**src/design/dsf_pkg.sv**
```systemverilog
package dsf_pkg;

	localparam int FIFO_BYTES = 32;
	localparam logic [31:0] IO_BASE = 32'h0400_0000;

	localparam int PTR_W = $clog2(FIFO_BYTES);
	localparam int CNT_W = $clog2(FIFO_BYTES + 1);

	typedef enum logic [1:0] {
		OP_WRITE   = 2'd0,
		OP_REQUEST = 2'd1,
		OP_TICK    = 2'd2,
		OP_BAD     = 2'd3
	} op_t;

	typedef enum logic [2:0] {
		ST_OK       = 3'd0,
		ST_INVALID  = 3'd1,
		ST_ORDER    = 3'd2,
		ST_WIDTH    = 3'd3,
		ST_ADDRESS  = 3'd4,
		ST_OVERFLOW = 3'd5
	} status_t;

	typedef enum logic [2:0] {
		S_IDLE,
		S_ORD_HI,
		S_ORD_LO,
		S_ORD_SEQ,
		S_EXEC,
		S_PUSH,
		S_POP,
		S_DONE
	} state_t;

	// Result of the shared 32-bit magnitude compare.
	typedef struct packed {
		logic lt;
		logic eq;
	} cmp_res_t;

	// Advance a ring pointer with wrap at the end of the ring.
	function automatic logic [PTR_W-1:0] ptr_next(input logic [PTR_W-1:0] p);
		return (p == PTR_W'(FIFO_BYTES - 1)) ? '0 : p + PTR_W'(1);
	endfunction

endpackage

```
**src/design/dual_sound_fifo_trace_engine.sv**
```systemverilog
// Start runs S_ORD_HI, S_ORD_LO, S_ORD_SEQ, S_EXEC and S_DONE, where done pulses; a FIFO
// push adds S_PUSH (one ring byte per cycle), a timer pop adds S_POP; an out-of-order event
// skips S_EXEC. One event at a time, paced by the three-pass order compare on one shared
// 32-bit comparator, the single write port of each ring and the registered ring read. Reset:
// arst_n clears pointers, counts, holds, timer selects and the order history; ring contents
// stay undefined and are only read after being written. Results cannot be stalled.
module dual_sound_fifo_trace_engine (
	input  logic               clk,
	input  logic               arst_n,
	input  logic               start,
	output logic               busy,
	input  logic [1:0]         operation,
	input  logic [63:0]        event_cycle,
	input  logic [31:0]        event_sequence,
	input  logic [31:0]        bus_address,
	input  logic [7:0]         access_width,
	input  logic [31:0]        write_value,
	output logic               done,
	output logic [2:0]         status,
	output logic signed [7:0]  held_sample_a,
	output logic signed [7:0]  held_sample_b,
	output logic [5:0]         fill_a,
	output logic [5:0]         fill_b
);
	import dsf_pkg::*;

	// Audio register offsets that accept a halfword write with no visible effect.
	localparam int N_PLAIN = 13;
	localparam logic [31:0] PLAIN_REGS [N_PLAIN] = '{
		32'h60, 32'h62, 32'h64, 32'h68, 32'h6C,
		32'h70, 32'h72, 32'h74, 32'h78, 32'h7C,
		32'h80, 32'h84, 32'h88
	};
	localparam logic [31:0] OFF_CTRL   = 32'h82;
	localparam logic [31:0] OFF_WAVE   = 32'h90;
	localparam logic [31:0] OFF_FIFO_A = 32'hA0;
	localparam logic [31:0] OFF_FIFO_B = 32'hA4;
	localparam int CTRL_SEL_A = 10;
	localparam int CTRL_CLR_A = 11;
	localparam int CTRL_SEL_B = 14;
	localparam int CTRL_CLR_B = 15;

	// Sequencer
	state_t state_q, state_d;

	// Event captured at the start transfer
	op_t         op_q;
	logic [63:0] cyc_q;
	logic [31:0] seq_q;
	logic [31:0] addr_q;
	logic [7:0]  width_q;
	logic [31:0] val_q;

	// Order history and partial compare results
	logic [63:0] last_cyc_q;
	logic [31:0] last_seq_q;
	logic        seen_q;
	logic        lt_hi_q, eq_hi_q, lt_lo_q, eq_lo_q;

	// FIFO state
	logic [7:0]       ring_a [FIFO_BYTES];
	logic [7:0]       ring_b [FIFO_BYTES];
	logic [PTR_W-1:0] rd_a_q, wr_a_q, rd_b_q, wr_b_q;
	logic [CNT_W-1:0] cnt_a_q, cnt_b_q;
	logic [7:0]       hold_a_q, hold_b_q;
	logic [7:0]       rdata_a_q, rdata_b_q;
	logic             sel_a_q, sel_b_q;

	// Work in flight
	status_t     status_q;
	logic [1:0]  byte_q;
	logic        push_b_q;
	logic        pop_a_q, pop_b_q;

	// Shared comparator
	logic [31:0] cmp_a, cmp_b;
	cmp_res_t    cmp_res;
	logic        order_fail;

	// Execute-step decode
	status_t     exec_status;
	logic        exec_push, exec_push_b, exec_ctrl, exec_tick;
	logic        exec_pop_a, exec_pop_b;
	logic [31:0] off;
	logic        below_base, plain_hit;
	logic [8:0]  wave_end;
	logic [7:0]  push_byte;

	dsf_cmp u_cmp (
		.a   (cmp_a),
		.b   (cmp_b),
		.res (cmp_res)
	);

	// Route the shared comparator: high stamp word, low stamp word, then sequence.
	always_comb begin
		unique case (state_q)
			S_ORD_HI: begin
				cmp_a = cyc_q[63:32];
				cmp_b = last_cyc_q[63:32];
			end
			S_ORD_LO: begin
				cmp_a = cyc_q[31:0];
				cmp_b = last_cyc_q[31:0];
			end
			default: begin
				cmp_a = seq_q;
				cmp_b = last_seq_q;
			end
		endcase
	end

	// Refuse an event that is not strictly after the last accepted one.
	assign order_fail = seen_q && (lt_hi_q || (eq_hi_q && (lt_lo_q ||
		(eq_lo_q && (cmp_res.lt || cmp_res.eq)))));

	// Decode the captured event into a status and its side effects.
	always_comb begin
		off         = addr_q - IO_BASE;
		below_base  = (addr_q < IO_BASE);
		wave_end    = {1'b0, off[7:0]} + {1'b0, width_q};
		plain_hit   = 1'b0;
		for (int i = 0; i < N_PLAIN; i++) begin
			if (off == PLAIN_REGS[i]) begin
				plain_hit = 1'b1;
			end
		end
		exec_status = ST_OK;
		exec_push   = 1'b0;
		exec_push_b = 1'b0;
		exec_ctrl   = 1'b0;
		exec_tick   = 1'b0;
		unique case (op_q)
			OP_WRITE: begin
				priority if (!below_base && off >= OFF_WAVE && off < OFF_FIFO_A) begin
					if (width_q != 8'd1 && width_q != 8'd2 && width_q != 8'd4) begin
						exec_status = ST_WIDTH;
					end else if (wave_end > OFF_FIFO_A[8:0]) begin
						exec_status = ST_ADDRESS;
					end
				end else if (!below_base && (off == OFF_FIFO_A || off == OFF_FIFO_B)) begin
					exec_push_b = (off == OFF_FIFO_B);
					if (width_q != 8'd4) begin
						exec_status = ST_WIDTH;
					end else if ((exec_push_b ? cnt_b_q : cnt_a_q) >
						CNT_W'(FIFO_BYTES - 4)) begin
						exec_status = ST_OVERFLOW;
					end else begin
						exec_push = 1'b1;
					end
				end else if (width_q != 8'd2) begin
					exec_status = ST_WIDTH;
				end else if (below_base) begin
					exec_status = ST_ADDRESS;
				end else if (off == OFF_CTRL) begin
					exec_ctrl = 1'b1;
				end else if (!plain_hit) begin
					exec_status = ST_ADDRESS;
				end
			end
			OP_REQUEST: begin
				if (width_q != '0 || addr_q != '0 || val_q != '0) begin
					exec_status = ST_INVALID;
				end
			end
			OP_TICK: begin
				if (width_q != '0 || addr_q != '0 || val_q[31:1] != '0) begin
					exec_status = ST_INVALID;
				end else begin
					exec_tick = 1'b1;
				end
			end
			OP_BAD: begin
				exec_status = ST_INVALID;
			end
		endcase
		// An empty FIFO keeps its hold on a tick.
		exec_pop_a = exec_tick && (sel_a_q == val_q[0]) && (cnt_a_q != '0);
		exec_pop_b = exec_tick && (sel_b_q == val_q[0]) && (cnt_b_q != '0);
	end

	// Next state
	always_comb begin
		state_d = state_q;
		unique case (state_q)
			S_IDLE:    if (start) state_d = S_ORD_HI;
			S_ORD_HI:  state_d = S_ORD_LO;
			S_ORD_LO:  state_d = S_ORD_SEQ;
			S_ORD_SEQ: state_d = order_fail ? S_DONE : S_EXEC;
			S_EXEC: begin
				priority if (exec_push) begin
					state_d = S_PUSH;
				end else if (exec_pop_a || exec_pop_b) begin
					state_d = S_POP;
				end else begin
					state_d = S_DONE;
				end
			end
			S_PUSH:    if (byte_q == 2'd3) state_d = S_DONE;
			S_POP:     state_d = S_DONE;
			S_DONE:    state_d = S_IDLE;
			default:   state_d = S_IDLE;
		endcase
	end

	always_ff @(posedge clk or negedge arst_n) begin
		if (!arst_n) begin
			state_q <= S_IDLE;
		end else begin
			state_q <= state_d;
		end
	end

	// Capture the event on the start transfer; hold it while busy.
	always_ff @(posedge clk) begin
		if (state_q == S_IDLE && start) begin
			op_q    <= op_t'(operation);
			cyc_q   <= event_cycle;
			seq_q   <= event_sequence;
			addr_q  <= bus_address;
			width_q <= access_width;
			val_q   <= write_value;
		end
	end

	// Rings: one byte write per cycle, registered read at the read pointer.
	assign push_byte = val_q[{byte_q, 3'b000} +: 8];

	always_ff @(posedge clk) begin
		if (state_q == S_PUSH) begin
			if (push_b_q) begin
				ring_b[wr_b_q] <= push_byte;
			end else begin
				ring_a[wr_a_q] <= push_byte;
			end
		end
		rdata_a_q <= ring_a[rd_a_q];
		rdata_b_q <= ring_b[rd_b_q];
	end

	// Control state and FIFO bookkeeping
	always_ff @(posedge clk or negedge arst_n) begin
		if (!arst_n) begin
			last_cyc_q <= '0;
			last_seq_q <= '0;
			seen_q     <= 1'b0;
			lt_hi_q    <= 1'b0;
			eq_hi_q    <= 1'b0;
			lt_lo_q    <= 1'b0;
			eq_lo_q    <= 1'b0;
			rd_a_q     <= '0;
			wr_a_q     <= '0;
			cnt_a_q    <= '0;
			hold_a_q   <= '0;
			rd_b_q     <= '0;
			wr_b_q     <= '0;
			cnt_b_q    <= '0;
			hold_b_q   <= '0;
			sel_a_q    <= 1'b0;
			sel_b_q    <= 1'b0;
			status_q   <= ST_OK;
			byte_q     <= '0;
			push_b_q   <= 1'b0;
			pop_a_q    <= 1'b0;
			pop_b_q    <= 1'b0;
		end else begin
			unique case (state_q)
				S_ORD_HI: begin
					lt_hi_q <= cmp_res.lt;
					eq_hi_q <= cmp_res.eq;
				end
				S_ORD_LO: begin
					lt_lo_q <= cmp_res.lt;
					eq_lo_q <= cmp_res.eq;
				end
				S_ORD_SEQ: begin
					if (order_fail) begin
						status_q <= ST_ORDER;
					end
				end
				S_EXEC: begin
					status_q <= exec_status;
					byte_q   <= '0;
					push_b_q <= exec_push_b;
					pop_a_q  <= exec_pop_a;
					pop_b_q  <= exec_pop_b;
					if (exec_status == ST_OK) begin
						last_cyc_q <= cyc_q;
						last_seq_q <= seq_q;
						seen_q     <= 1'b1;
					end
					if (exec_ctrl) begin
						sel_a_q <= val_q[CTRL_SEL_A];
						sel_b_q <= val_q[CTRL_SEL_B];
						// Drop everything held in a cleared FIFO, hold included.
						if (val_q[CTRL_CLR_A]) begin
							rd_a_q   <= '0;
							wr_a_q   <= '0;
							cnt_a_q  <= '0;
							hold_a_q <= '0;
						end
						if (val_q[CTRL_CLR_B]) begin
							rd_b_q   <= '0;
							wr_b_q   <= '0;
							cnt_b_q  <= '0;
							hold_b_q <= '0;
						end
					end
				end
				S_PUSH: begin
					byte_q <= byte_q + 2'd1;
					if (push_b_q) begin
						wr_b_q  <= ptr_next(wr_b_q);
						cnt_b_q <= cnt_b_q + CNT_W'(1);
					end else begin
						wr_a_q  <= ptr_next(wr_a_q);
						cnt_a_q <= cnt_a_q + CNT_W'(1);
					end
				end
				S_POP: begin
					if (pop_a_q) begin
						hold_a_q <= rdata_a_q;
						rd_a_q   <= ptr_next(rd_a_q);
						cnt_a_q  <= cnt_a_q - CNT_W'(1);
					end
					if (pop_b_q) begin
						hold_b_q <= rdata_b_q;
						rd_b_q   <= ptr_next(rd_b_q);
						cnt_b_q  <= cnt_b_q - CNT_W'(1);
					end
				end
				default: begin
				end
			endcase
		end
	end

	assign busy          = (state_q != S_IDLE);
	assign done          = (state_q == S_DONE);
	assign status        = status_q;
	assign held_sample_a = $signed(hold_a_q);
	assign held_sample_b = $signed(hold_b_q);
	assign fill_a        = 6'(cnt_a_q);
	assign fill_b        = 6'(cnt_b_q);

endmodule

```
**src/design/dsf_cmp.sv**
```systemverilog
module dsf_cmp (
	input  logic [31:0]       a,
	input  logic [31:0]       b,
	output dsf_pkg::cmp_res_t res
);
	import dsf_pkg::*;

	always_comb begin
		res.lt = (a < b);
		res.eq = (a == b);
	end

endmodule

```
**config.mk**
```make
export PLATFORM = sky130hd
export DESIGN_NAME = dual_sound_fifo_trace_engine
export DESIGN_NICKNAME = d
export VERILOG_FILES = /design/src/design/dsf_pkg.sv /design/src/design/dual_sound_fifo_trace_engine.sv /design/src/design/dsf_cmp.sv
export SDC_FILE = /design/constraint.sdc
export NUM_CORES = 1
export LEC_CHECK = 0
export BUFFER_PORTS_ARGS = -buffer_cell sky130_fd_sc_hd__buf_2
export CAP_MARGIN = 10
export CORE_MARGIN = 2
export CORE_UTILIZATION = 45
export CTS_CLUSTER_SIZE = 12
export DETAILED_ROUTE_END_ITERATION = 6
export RECOVER_POWER = 100
export SLEW_MARGIN = 5
export SYNTH_ARGS = -nofsm -noshare
export SYNTH_HDL_FRONTEND = slang
export SYNTH_SLANG_ARGS = --single-unit
```
**constraint.sdc**
```tcl
create_clock -name clk -period 16.94 [get_ports clk]
set_input_delay 0.847 -clock clk [delete_from_list [all_inputs] [get_ports clk]]
set_output_delay 0.847 -clock clk [all_outputs]
set_load 0.01 [all_outputs]
```
==> Word-level counts from Yosys, hierarchy flattened <==
Memory sizes are Yosys's and may differ from the RTL's. A register that Yosys moved wholly into a read port is not among the register bits.
Cells that the tools add are included.
{ "classes": {"add_sub_neg": 11, "order_cmp": 6, "n_eq_ne": 47, "shift": 1, "n_mux": 94, "reduce_logical": 46} }
{ "ops": {"columns": ["operator", "count"], "rows": [
  ["$eq 32x7->1 const B", 10],
  ["$eq 32x8->1 const B", 6],
  ["$pmux 32 s2", 2],
  ["$reduce_bool 32->1", 2],
  ["$mux 5", 12],
  ["$mux 6", 9],
  ["$mux 8", 6],
  ["$pmux 5 s2", 4],
  ["$mux 3", 13],
  ["$mux 1", 38],
  ["$pmux 6 s3", 2],
  ["$eq 32x32->1", 1],
  ["$ge 32x8->1 const B", 1],
  ["$lt 32x27->1 const B", 1],
  ["$lt 32x32->1", 1],
  ["$lt 32x8->1 const B", 1],
  ["$pmux 8 s2", 2],
  ["$shiftx 32x6->8", 1],
  ["$sub 32x27->32 const B", 1],
  ["$reduce_bool 31->1", 1],
  ["$pmux 3 s8", 1],
  ["$add 5x1->5 const B", 4],
  ["$eq 5x5->1 const B", 4],
  ["$ne 2x2->1 const B", 10],
  ["31 further kinds", 72]
]} }
{ "word_totals": {"reg_bits": 332, "ramBits": 512, "inputBits": 173, "out_inout_bits": 33, "word_cells": 236, "mem_count": 2} }
{ "mem_list": {"columns": ["memory", "words", "width", "read_ports", "rd_ports_with_merged_regs", "wr", "line_no", "rtl"], "rows": [
  ["ring_a", 32, 8, 1, 1, 1, "dual_sound_fifo_trace_engine.sv:61", "logic [7:0] ring_a [FIFO_BYTES];"],
  ["ring_b", 32, 8, 1, 1, 1, "dual_sound_fifo_trace_engine.sv:62", "logic [7:0] ring_b [FIFO_BYTES];"]
]} }

==> Longest topological paths before layout <==
Gate-level depths: netlist of run 1.
{ "depth": {"depth_word": 24, "ltp_mapped": 15, "ltp_nobuf": 13} }

==> Hierarchy <==
A second synthesis of run 1 with hierarchy kept.
{ "unflattened": {"cells_unflattened": 2010, "area_unflattened_um2": 35161.2} }
{ "modules_own_cells": {"columns": ["mod", "n_inst", "cells_each", "area_each_um2", "seq_area_each_um2"], "rows": [
  ["dual_sound_fifo_trace_engine", 1, 1895, 34352.9, 24853.8],
  ["dsf_cmp", 1, 115, 808.3, 0.0]
]} }

==> Worst setup path before layout of run 1 <==
Ideal clock, no wire load.
{ "synth_timing": {"kind": "reg2reg", "start": "register state_q[0]", "end": "register addr_q[0], enable pin", "setup_ns": 0.703, "arrival_time_ns": 8.087, "required_ns": 16.237, "slack_ns": 8.150, "path_stages_with_launch": 4, "path_buffers": 1, "synth_period_minus_slack_ns": 8.790, "cell_sequence": "dfrtp_1 clkbuf_1 or3_1 nor2_1"} }
{ "synth_via": {"elab_chain_len": 2} }
{ "synth_rtl": {"columns": ["item", "line_no", "rtl"], "rows": [
  ["start: declaration", "dual_sound_fifo_trace_engine.sv:44", "state_t state_q, state_d;"],
  ["start signal: assignment", "dual_sound_fifo_trace_engine.sv:210", "state_q <= state_d;"],
  ["$logic_not 3->1", "dual_sound_fifo_trace_engine.sv:216", "if (state_q == S_IDLE && start) begin"],
  ["$logic_and 1x1->1", "dual_sound_fifo_trace_engine.sv:216", null],
  ["end signal: assignment", "dual_sound_fifo_trace_engine.sv:220", "addr_q <= bus_address;"],
  ["end: declaration", "dual_sound_fifo_trace_engine.sv:50", "logic [31:0] addr_q;"]
]} }
Every way passes these cells.
A chain may end at the register's enable or synchronous reset.

==> impl_metrics.tcl, run 1 <==
set metrics [dict create \
    first_pass_iters 7 \
    violations "capacitance limit, slew limit" \
    ir_worst_vdd_uv 88.3 \
    power.total_mw 5.51 \
    final_area_um2 39600 \
    routed_via_density 5.58 \
    arrival_ps 7570 \
    rsz0062_at_grt "false" \
    nets 2439 \
    worstSetupPathType "primary input to async pin" \
    cp_slowest_cell "clkbuf_1" \
    yosys_warnings 0 \
    die_y_um 283 \
    async_flop_share 0.188 \
    period_needed_ps 8140 \
    fin_util 0.512 \
    drive_gt1_frac 0.237 \
    clkSlewWorstSetupHoldPaths_ps 60 \
    drt_wl_total_mm 77.2 \
    worst-path-buf-inv 2 \
    grt_pass1_wl_mm 118 \
    gp_congestion 0.802 \
    p_per_area_nw_per_um2 139 \
    drt-initial-drc-count 1477 \
    worst_hold_path_type "primary input to flip-flop" \
    cts_resized 0 \
    placed_cell_area_um2 37200 \
    startpoint_type "primary input" \
    initial_core_util 0.453 \
    p_leak_nw 13.8 \
    drv_cap 20 \
    clockBufferDepth 3 \
    clk_latency_ps 640 \
    path_max_fanout 100 \
    crit_path_end_kind "async pin" \
    avgSynthCellArea_um2 17.7 \
    synth_area_um2 35100 \
    slew_headroom -2.78 \
    ff2ff_setup_slack_ps 10080 \
    cts_root_buf "clkbuf_16" \
    path_depth 2 \
    fmax_ghz 0.123 \
    crit_chain "clkbuf_1, clkbuf_1" \
    h-tree-depth 3 \
    rows 102 \
    synth.distinct_cells 72 \
    synth-seq-cells 860 \
    hold_viol_final 0 \
    die-width_um 283 \
    setup_viol 0 \
    final_antenna_net_count 0 \
    outcome "complete, but fails checks" \
    tightestPinTransition_ps 5670 \
    placedCellCount 3148 \
    routedWlPerCell_um 23.3 \
    syn_inst 1984 \
    io_pins 206 \
    synth-main-ff-cell "edfxtp_1" \
    final_common_cell "edfxtp_1" \
    drc 0 \
    drv_slew 1153 \
    finalClockSkew_ps 18.9 \
    hold_buffers 0 \
    layout.cells.non_filler 3314 \
    grtUsageTotal 0.192 \
    yosysSeqAreaShare 0.709 \
    synth_edf_count 682 \
    dieArea_um2 80200 \
    layout-area-overhead-vs-synth_pct 12.9 \
    cts_sinks 860 \
    cts_inserted_buffers 89 \
    cts_setup_buffers 0 \
    regToRegStartpoint "addr_q[2]$_DFFE_PP_" \
    path_common_cell "clkbuf_1" \
    dr_total_vias 18500 \
    syn_nets 2223 \
    finalSetupTns_ps 0 \
    dp_slack_ps 12570 \
    setup_slack_ps 8800 \
    cp_slowest_stage_delay_ps 3880 \
    grt_pass1_vias 19200 \
    grt_max_degree 101 \
    antenna_found_initial 3 \
    crit_start "arst_n" \
    final_cell_mix "edfxtp_1, mux4_2, dfrtp_1, buf_2, nor2_1" \
    r2r-end "last_cyc_q[22]$_DFFE_PN0P_" \
    port_buffers 205 \
    r2r_cells 10 \
    crit_family "buffers and inverters" \
    critPathRequiredTime_ps 16380 \
    cts_tree "done" \
    period_share 0.480 \
    holdWs_ps 384 \
    critPathCapture "rd_a_q[1]$_DFFE_PN0P_" \
    core_region_area_um2 77300 \
    overflow 0 \
    hpwl_mm 49.1 \
]
==> routing by layer <==
metal  vias up  routed length [um]  GRT usage
met4         2                1230     0.0495
met2       505               38400      0.317
li1       8359                   -          -
met1      9530               32800      0.261
met3        86                4830     0.0399
met5         -                  13          0
==> logic make-up (layout without fill, tap and decap cells) <==
kind of cell | count (synthesis) | in the layout | share of synthesized area
flops | 860 | 860 | 0.709
simple gates | 354 | 354 | 0.0486
mux | 287 | 287 | 0.149
compound gates | 282 | 282 | 0.0513
buf+inv | 120 | 408 | 0.0141
fa+ha+maj | 66 | 66 | 0.0242
xor+xnor | 15 | 15 | 0.00375
other cells | 0 | 2 | 0
==> cells in the mapped netlist, types with 9 or more instances <==
cell type  instances  share of area
a21oi_1           58         0.0083
buf_2             10         0.0014
nand3_1           17         0.0024
clkbuf_1          73         0.0078
mux2_2            90          0.029
dfrtp_1          162           0.12
o31ai_1           13         0.0028
nand2_1           89         0.0095
ha_1              63          0.022
mux4_2           168           0.11
edfxtp_1         682           0.58
a22o_1            19         0.0047
o22ai_1           69          0.012
o21ai_0           66         0.0094
mux2_4            29          0.012
nand2b_1          11         0.0020
inv_1             18         0.0019
a21o_1            19         0.0041
dfxtp_1           16         0.0091
nor2_1           133          0.014
nor4_1            16         0.0029
and3_1            12         0.0021
buf_1             14         0.0015
nor3_1            12         0.0017
nand4_1            9         0.0016
or3_1              9         0.0016
nor2b_1            9         0.0016
==> worst min path at each step <==
stage,startpoint,endpoint,cells after the start
after global placement,rdata_a_q[3]$_DFF_P_,held_sample_a[3]$_DFFE_PN0P_,1
after floorplan,seen_q$_DFFE_PN0P_,seen_q$_DFFE_PN0P_,1
after CTS,write_value[13],val_q[13]$_DFFE_PP_,1
after detailed placement,rdata_a_q[1]$_DFF_P_,held_sample_a[1]$_DFFE_PN0P_,1
after global routing,access_width[7],width_q[7]$_DFFE_PP_,1
final,event_sequence[11],seq_q[11]$_DFFE_PP_,1
==> registers in the layout, summed over array words and instances (netlist names), 8 cells and up <==
| signal | count |
|---|---|
| ring_a | 256 |
| ring_b | 256 |
| held_sample_a | 8 |
| width_q | 8 |
| rdata_a_q | 8 |
| addr_q | 32 |
| val_q | 32 |
| held_sample_b | 8 |
| cyc_q | 64 |
| last_cyc_q | 64 |
| rdata_b_q | 8 |
| seq_q | 32 |
| last_seq_q | 32 |
==> power breakdown <==
group	switching (mW)	internal, mW
logic	0.676	0.308
registers	0.0812	2.62
clock network	0.788	1.04
==> layout make-up <==
type / instances / area, um^2
Sequential cell: 860 / 24900
Tap cell: 1040 / 1300
Inverter: 19 / 71.3
Fill cell: 6393 / 37700
Multi-Input combinational cell: 1004 / 9610
Timing Repair Buffer: 226 / 1060
Clock inverter: 30 / 228
Clock buffer: 133 / 2460
Antenna cell: 2 / 5.00
Power figures use the tool's default switching activity.
==> run 2, diff against run 1 <==
==> constraint.sdc (replaced) <==
create_clock -name clk -period 7.58 [get_ports clk]
set_input_delay 0.379 -clock clk [delete_from_list [all_inputs] [get_ports clk]]
set_output_delay 0.379 -clock clk [all_outputs]
set_load 0.01 [all_outputs]
==> impl_metrics.tcl, run 2 (synthesis gave the netlist of run 1 again) <==
set metrics [dict create \
    overflow 0 \
    n_fill_cell 6211 \
    rsz0062_at_grt "false" \
    drt_wl_total_mm 79.6 \
    arrival_ps 6100 \
    holdCritStartpoint "start" \
    routedWlPerCell_um 22.9 \
    cp_slowest_stage_delay_ps 2240 \
    critPathRequiredTime_ps 8080 \
    hold_viol_final 0 \
    ir_worst_vdd_uv 224 \
    ff2ff_setup_slack_ps 1980 \
    rows 102 \
    dr_total_vias 19400 \
    cts_setup_buffers 0 \
    outcome "complete, but fails checks" \
    r2r-end "status[2]$_DFFE_PN0P_" \
    core_region_area_um2 77300 \
    hold_end "state_q[0]$_DFFE_PN0P_" \
    grt_max_degree 94 \
    holdWs_ps 233 \
    final_cell_mix "edfxtp_1, dlygate4sd3_1, mux4_2, dfrtp_1, buf_2" \
    drv_slew 779 \
    cts_tree "done" \
    final_common_cell "edfxtp_1" \
    die-width_um 283 \
    cts_root_buf "clkbuf_16" \
    worstSetupPathType "flip-flop to flip-flop" \
    drt-initial-drc-count 1508 \
    grt_pass1_vias 20300 \
    drive_gt1_frac 0.222 \
    period_share 0.739 \
    r2r_cells 12 \
    p_per_area_nw_per_um2 301 \
    tightestPinTransition_ps 3190 \
    io_pins 206 \
    initial_core_util 0.453 \
    antenna_found_initial 4 \
    nets 2610 \
    startpoint_type "flip-flop" \
    grtUsageTotal 0.199 \
    drc 0 \
    setup_viol 0 \
    routed_via_density 5.57 \
    worst_hold_path_type "primary input to flip-flop" \
    gp_congestion 0.810 \
    clockBufferDepth 3 \
    hpwl_mm 49.2 \
    h-tree-depth 3 \
    layout-area-overhead-vs-synth_pct 18.0 \
    holdPathStages 4 \
    final_antenna_net_count 0 \
    grt_pass1_wl_mm 122 \
    crit_chain "clkinv_1, clkbuf_1, a21oi_1, ha_1, a21o_1, a21o_1, a21oi_1, o22ai_1, or4_1, a21oi_1, o221a_2, o22ai_1" \
    regToRegStartpoint "state_q[2]$_DFFE_PN0P_" \
    finalClockSkew_ps 24.2 \
    slew_headroom -1.12 \
    dieArea_um2 80200 \
    path_max_fanout 69 \
    finalSetupTns_ps 0 \
    cts_inserted_buffers 89 \
    die_y_um 283 \
    drv_cap 13 \
    p_leak_nw 14.5 \
    cts_sinks 860 \
    port_buffers 205 \
    cp_slowest_cell "clkbuf_1" \
    clk_latency_ps 640 \
    clkSlewWorstSetupHoldPaths_ps 60 \
    crit_path_end_kind "flip-flop" \
    fmax_ghz 0.178 \
    first_pass_iters 5 \
    top_regs "ring_a (256), ring_b (256)" \
    violations "capacitance limit, slew limit" \
    path_common_cell "a21oi_1" \
    fin_util 0.535 \
    period_needed_ps 5600 \
]
[run 2: changes by cell type in the layout (fill, tap and decap cells not counted), sizes merged]
cell / change
diode: +1
clkinv: -1
clkinvlp: +2
dlygate4sd3: +171
clkbuf: +5
bufinv: +1
inv: -6
buf: -4
[run 2: cell type report]
cell class	count	area (um^2)	area share
timing repair buffer	397	2780	0.0672
tap	1040	1300	0.0314
multi-input combinational	1004	9610	0.232
clock inverter	26	244	0.00590
inverter	19	71.3	0.00172
sequential	860	24900	0.601
clock buffer	134	2510	0.0606
antenna	3	7.51	0.000181
[run 2: stage by stage]
step	cell area [um^2]	cells	worst slack (ps)	power [mW]
2_1_floorplan	35100	1984	1670	7.47
3_3_place_gp	37200	3149	3260	8.22
3_5_place_dp	37200	3149	3160	8.30
4_1_cts	41600	3480	3150	12.5
5_1_grt	41400	3483	1440	13.1
6_report	41400	3483	1980	12.5
[run 2: metal layers]
metal  vias up  routed length, um  track usage
met5         -                 16            0
met4         2               1420       0.0519
met3       106               4940       0.0374
met2       524              39000        0.325
met1     10100              34300        0.275
li1       8703                  -            -
[run 2: timing repair]
| action | in CTS | in global routing |
|---|---|---|
| hold buffers | 171 | 0 |
| resized for setup | 0 | 0 |
| hold endpoints to repair | 262 | 0 |
[run 2: worst max-delay path: cells and delay by family, from the launching register on]
family | cells | cell delay [ps]
buf+inv | 2 | 2390
compound gates | 8 | 1430
flops | 1 | 680
fa+ha+maj | 1 | 460
simple gates | 1 | 460
[run 2: worst max path at each step]
stage | slack, ps | from | endpoint
6_report | 1980 | state_q[2]$_DFFE_PN0P_ | status[2]$_DFFE_PN0P_
5_1_grt | 1440 | state_q[2]$_DFFE_PN0P_ | status[2]$_DFFE_PN0P_
4_1_cts | 3150 | state_q[1]$_DFFE_PN0P_ | status[2]$_DFFE_PN0P_
3_5_place_dp | 3160 | state_q[1]$_DFFE_PN0P_ | status[2]$_DFFE_PN0P_
3_3_place_gp | 3260 | state_q[1]$_DFFE_PN0P_ | status[2]$_DFFE_PN0P_
2_1_floorplan | 1670 | state_q[0]$_DFFE_PN0P_ | addr_q[0]$_DFFE_PP_
[run 2: report_power, final]
part           internal, mW  switching [mW]  total, mW
logic                 0.742            1.52       2.26
registers              5.86           0.184       6.04
clock network          2.39            1.76       4.15
total                  8.99            3.47       12.5
==> run 3, diff against run 2 <==
==> constraint.sdc (replaced) <==
create_clock -name clk -period 4.5 [get_ports clk]
set_input_delay 0.225 -clock clk [delete_from_list [all_inputs] [get_ports clk]]
set_output_delay 0.225 -clock clk [all_outputs]
set_load 0.01 [all_outputs]
==> impl_metrics.tcl, run 3 (synthesis gave the netlist of run 1 again) <==
set metrics [dict create \
    outcome "complete, but fails checks" \
    violations "capacitance limit, slew limit" \
    tightestPinTransition_ps 2250 \
    pwr-share-clk 0.329 \
    worst_hold_path_type "primary input to flip-flop" \
    drt-initial-drc-count 1382 \
    clockBufferDepth 3 \
    first_pass_iters 5 \
    cts_sinks 860 \
    slew_headroom -0.498 \
    die_y_um 283 \
    grtUsageTotal 0.202 \
    startpoint_type "flip-flop" \
    period_share 0.862 \
    dieArea_um2 80200 \
    met3_usage 0.0407 \
    p_per_area_nw_per_um2 502 \
    net-switching-power_mw 5.81 \
    holdWs_ps 113 \
    holdPathStages 4 \
    antenna_found_initial 3 \
    top_usage_layer "met2" \
    register_area_um2 24900 \
    rows 102 \
    worstSetupPathType "flip-flop to flip-flop" \
    initial_core_util 0.453 \
    rsz0062_at_grt "false" \
    path_max_fanout 38 \
    finalClockSkew_ps 25.4 \
    cts_inserted_buffers 87 \
    hold_viol_final 0 \
    period_needed_ps 3880 \
    nets 2626 \
    r2r_cells 12 \
    multi_input_area_um2 9630 \
    finalSetupTns_ps 0 \
    crit_path_end_kind "flip-flop" \
    final_cell_mix "edfxtp_1, dlygate4sd3_1, mux4_2, dfrtp_1, buf_2" \
    cts_root_buf "clkbuf_16" \
    critPathRequiredTime_ps 4990 \
    arrival_ps 4370 \
    routed_via_density 5.54 \
    final_common_cell "edfxtp_1" \
    core_region_area_um2 77300 \
    h-tree-depth 3 \
    layout.cells.non_filler 3498 \
    setup_viol 0 \
    met1_usage 0.271 \
    n_fill_cell 6232 \
    switching_share 0.279 \
    cts_resized 0 \
    grt_max_degree 93 \
    final_antenna_net_count 0 \
    clkSlewWorstSetupHoldPaths_ps 60 \
    fin_util 0.536 \
    grt_pass1_vias 20700 \
    die-width_um 283 \
    drv_slew 393 \
    ir_worst_vdd_uv 278 \
    layout-area-overhead-vs-synth_pct 18.2 \
    gp_congestion 0.805 \
    port_buffers 205 \
    hpwl_mm 51.0 \
    placedCellCount 3167 \
    combPwrFrac 0.189 \
    drt_wl_total_mm 80.4 \
    intPower_mw 15.0 \
    drc 0 \
    p_leak_nw 14.6 \
    overflow 0 \
    fmax_ghz 0.258 \
    clk_latency_ps 630 \
    top_regs "ring_a (256), ring_b (256)" \
    gr-usage-met2 0.334 \
    io_pins 206 \
    grt_pass1_wl_mm 125 \
    dr_total_vias 19400 \
    p_seq_frac 0.482 \
    drive_gt1_frac 0.224 \
    routedWlPerCell_um 23.0 \
    cts_tree "done" \
    drv_cap 7 \
]
==> run 3: worst paths after layout <==
kind / from / slack [ps] / to
worst max-delay path: state_q[2]$_DFFE_PN0P_ / 620 / status[2]$_DFFE_PN0P_
worst min-delay path: start / 110 / state_q[0]$_DFFE_PN0P_
worst max register to register: state_q[2]$_DFFE_PN0P_ / 620 / status[2]$_DFFE_PN0P_
worst min register to register: rdata_a_q[7]$_DFF_P_ / 440 / held_sample_a[7]$_DFFE_PN0P_
max in group asynchronous: arst_n / 1520 / last_seq_q[12]$_DFFE_PN0P_
min in group asynchronous: arst_n / 710 / last_seq_q[28]$_DFFE_PN0P_
==> run 3: cell type report <==
type	count	area share
antenna	4	0.000241
clock buffer	143	0.0620
clock inverter	13	0.00263
inverter	19	0.00172
multi-input combinational	1004	0.232
sequential	860	0.600
tap	1040	0.0314
timing repair buffer	415	0.0700
==> run 3: metal layers <==
| metal | vias to the layer above | share of wire |
|---|---|---|
| met1 | 9980 | 0.42 |
| met3 | 131 | 0.058 |
| li1 | 8748 | - |
| met4 | 0 | 0.026 |
| met2 | 510 | 0.49 |
| met5 | - | 0 |
==> run 3: power by group through the flow <==
stage                     Clock (mW)  Sequential [mW]  Combinational, mW
after global routing            7.33             10.1               4.41
after detailed placement           0             10.2               3.93
after global placement             0             10.1               3.81
after CTS                       7.00             10.0               4.06
after floorplan                    0             10.1               2.50
final                           6.84             10.0               3.93
==> run 3: through the flow <==
stage | cell area [um^2] | power [mW] | setup WS, ps
after floorplan | 35100 | 12.6 | 492
after global placement | 37400 | 13.9 | 795
after detailed placement | 37400 | 14.1 | 793
after CTS | 41700 | 21.1 | 736
after global routing | 41500 | 21.8 | 248
final | 41500 | 20.8 | 623
==> run 3: critical path: stages, from the launching register on <==
cell,delay (ps)
dfrtp_1,520
inv_1,810
buf_4,510
a21oi_1,130
ha_1,330
a21o_1,160
a21o_1,170
a21oi_1,200
or2_2,150
nand4_1,90
a21oi_1,250
o221a_2,310
o22ai_1,90
==> run 3: timing repair <==
item                      CTS  global route
hold endpoints to repair  242             0
setup buffers               0             0
hold buffers              171             0
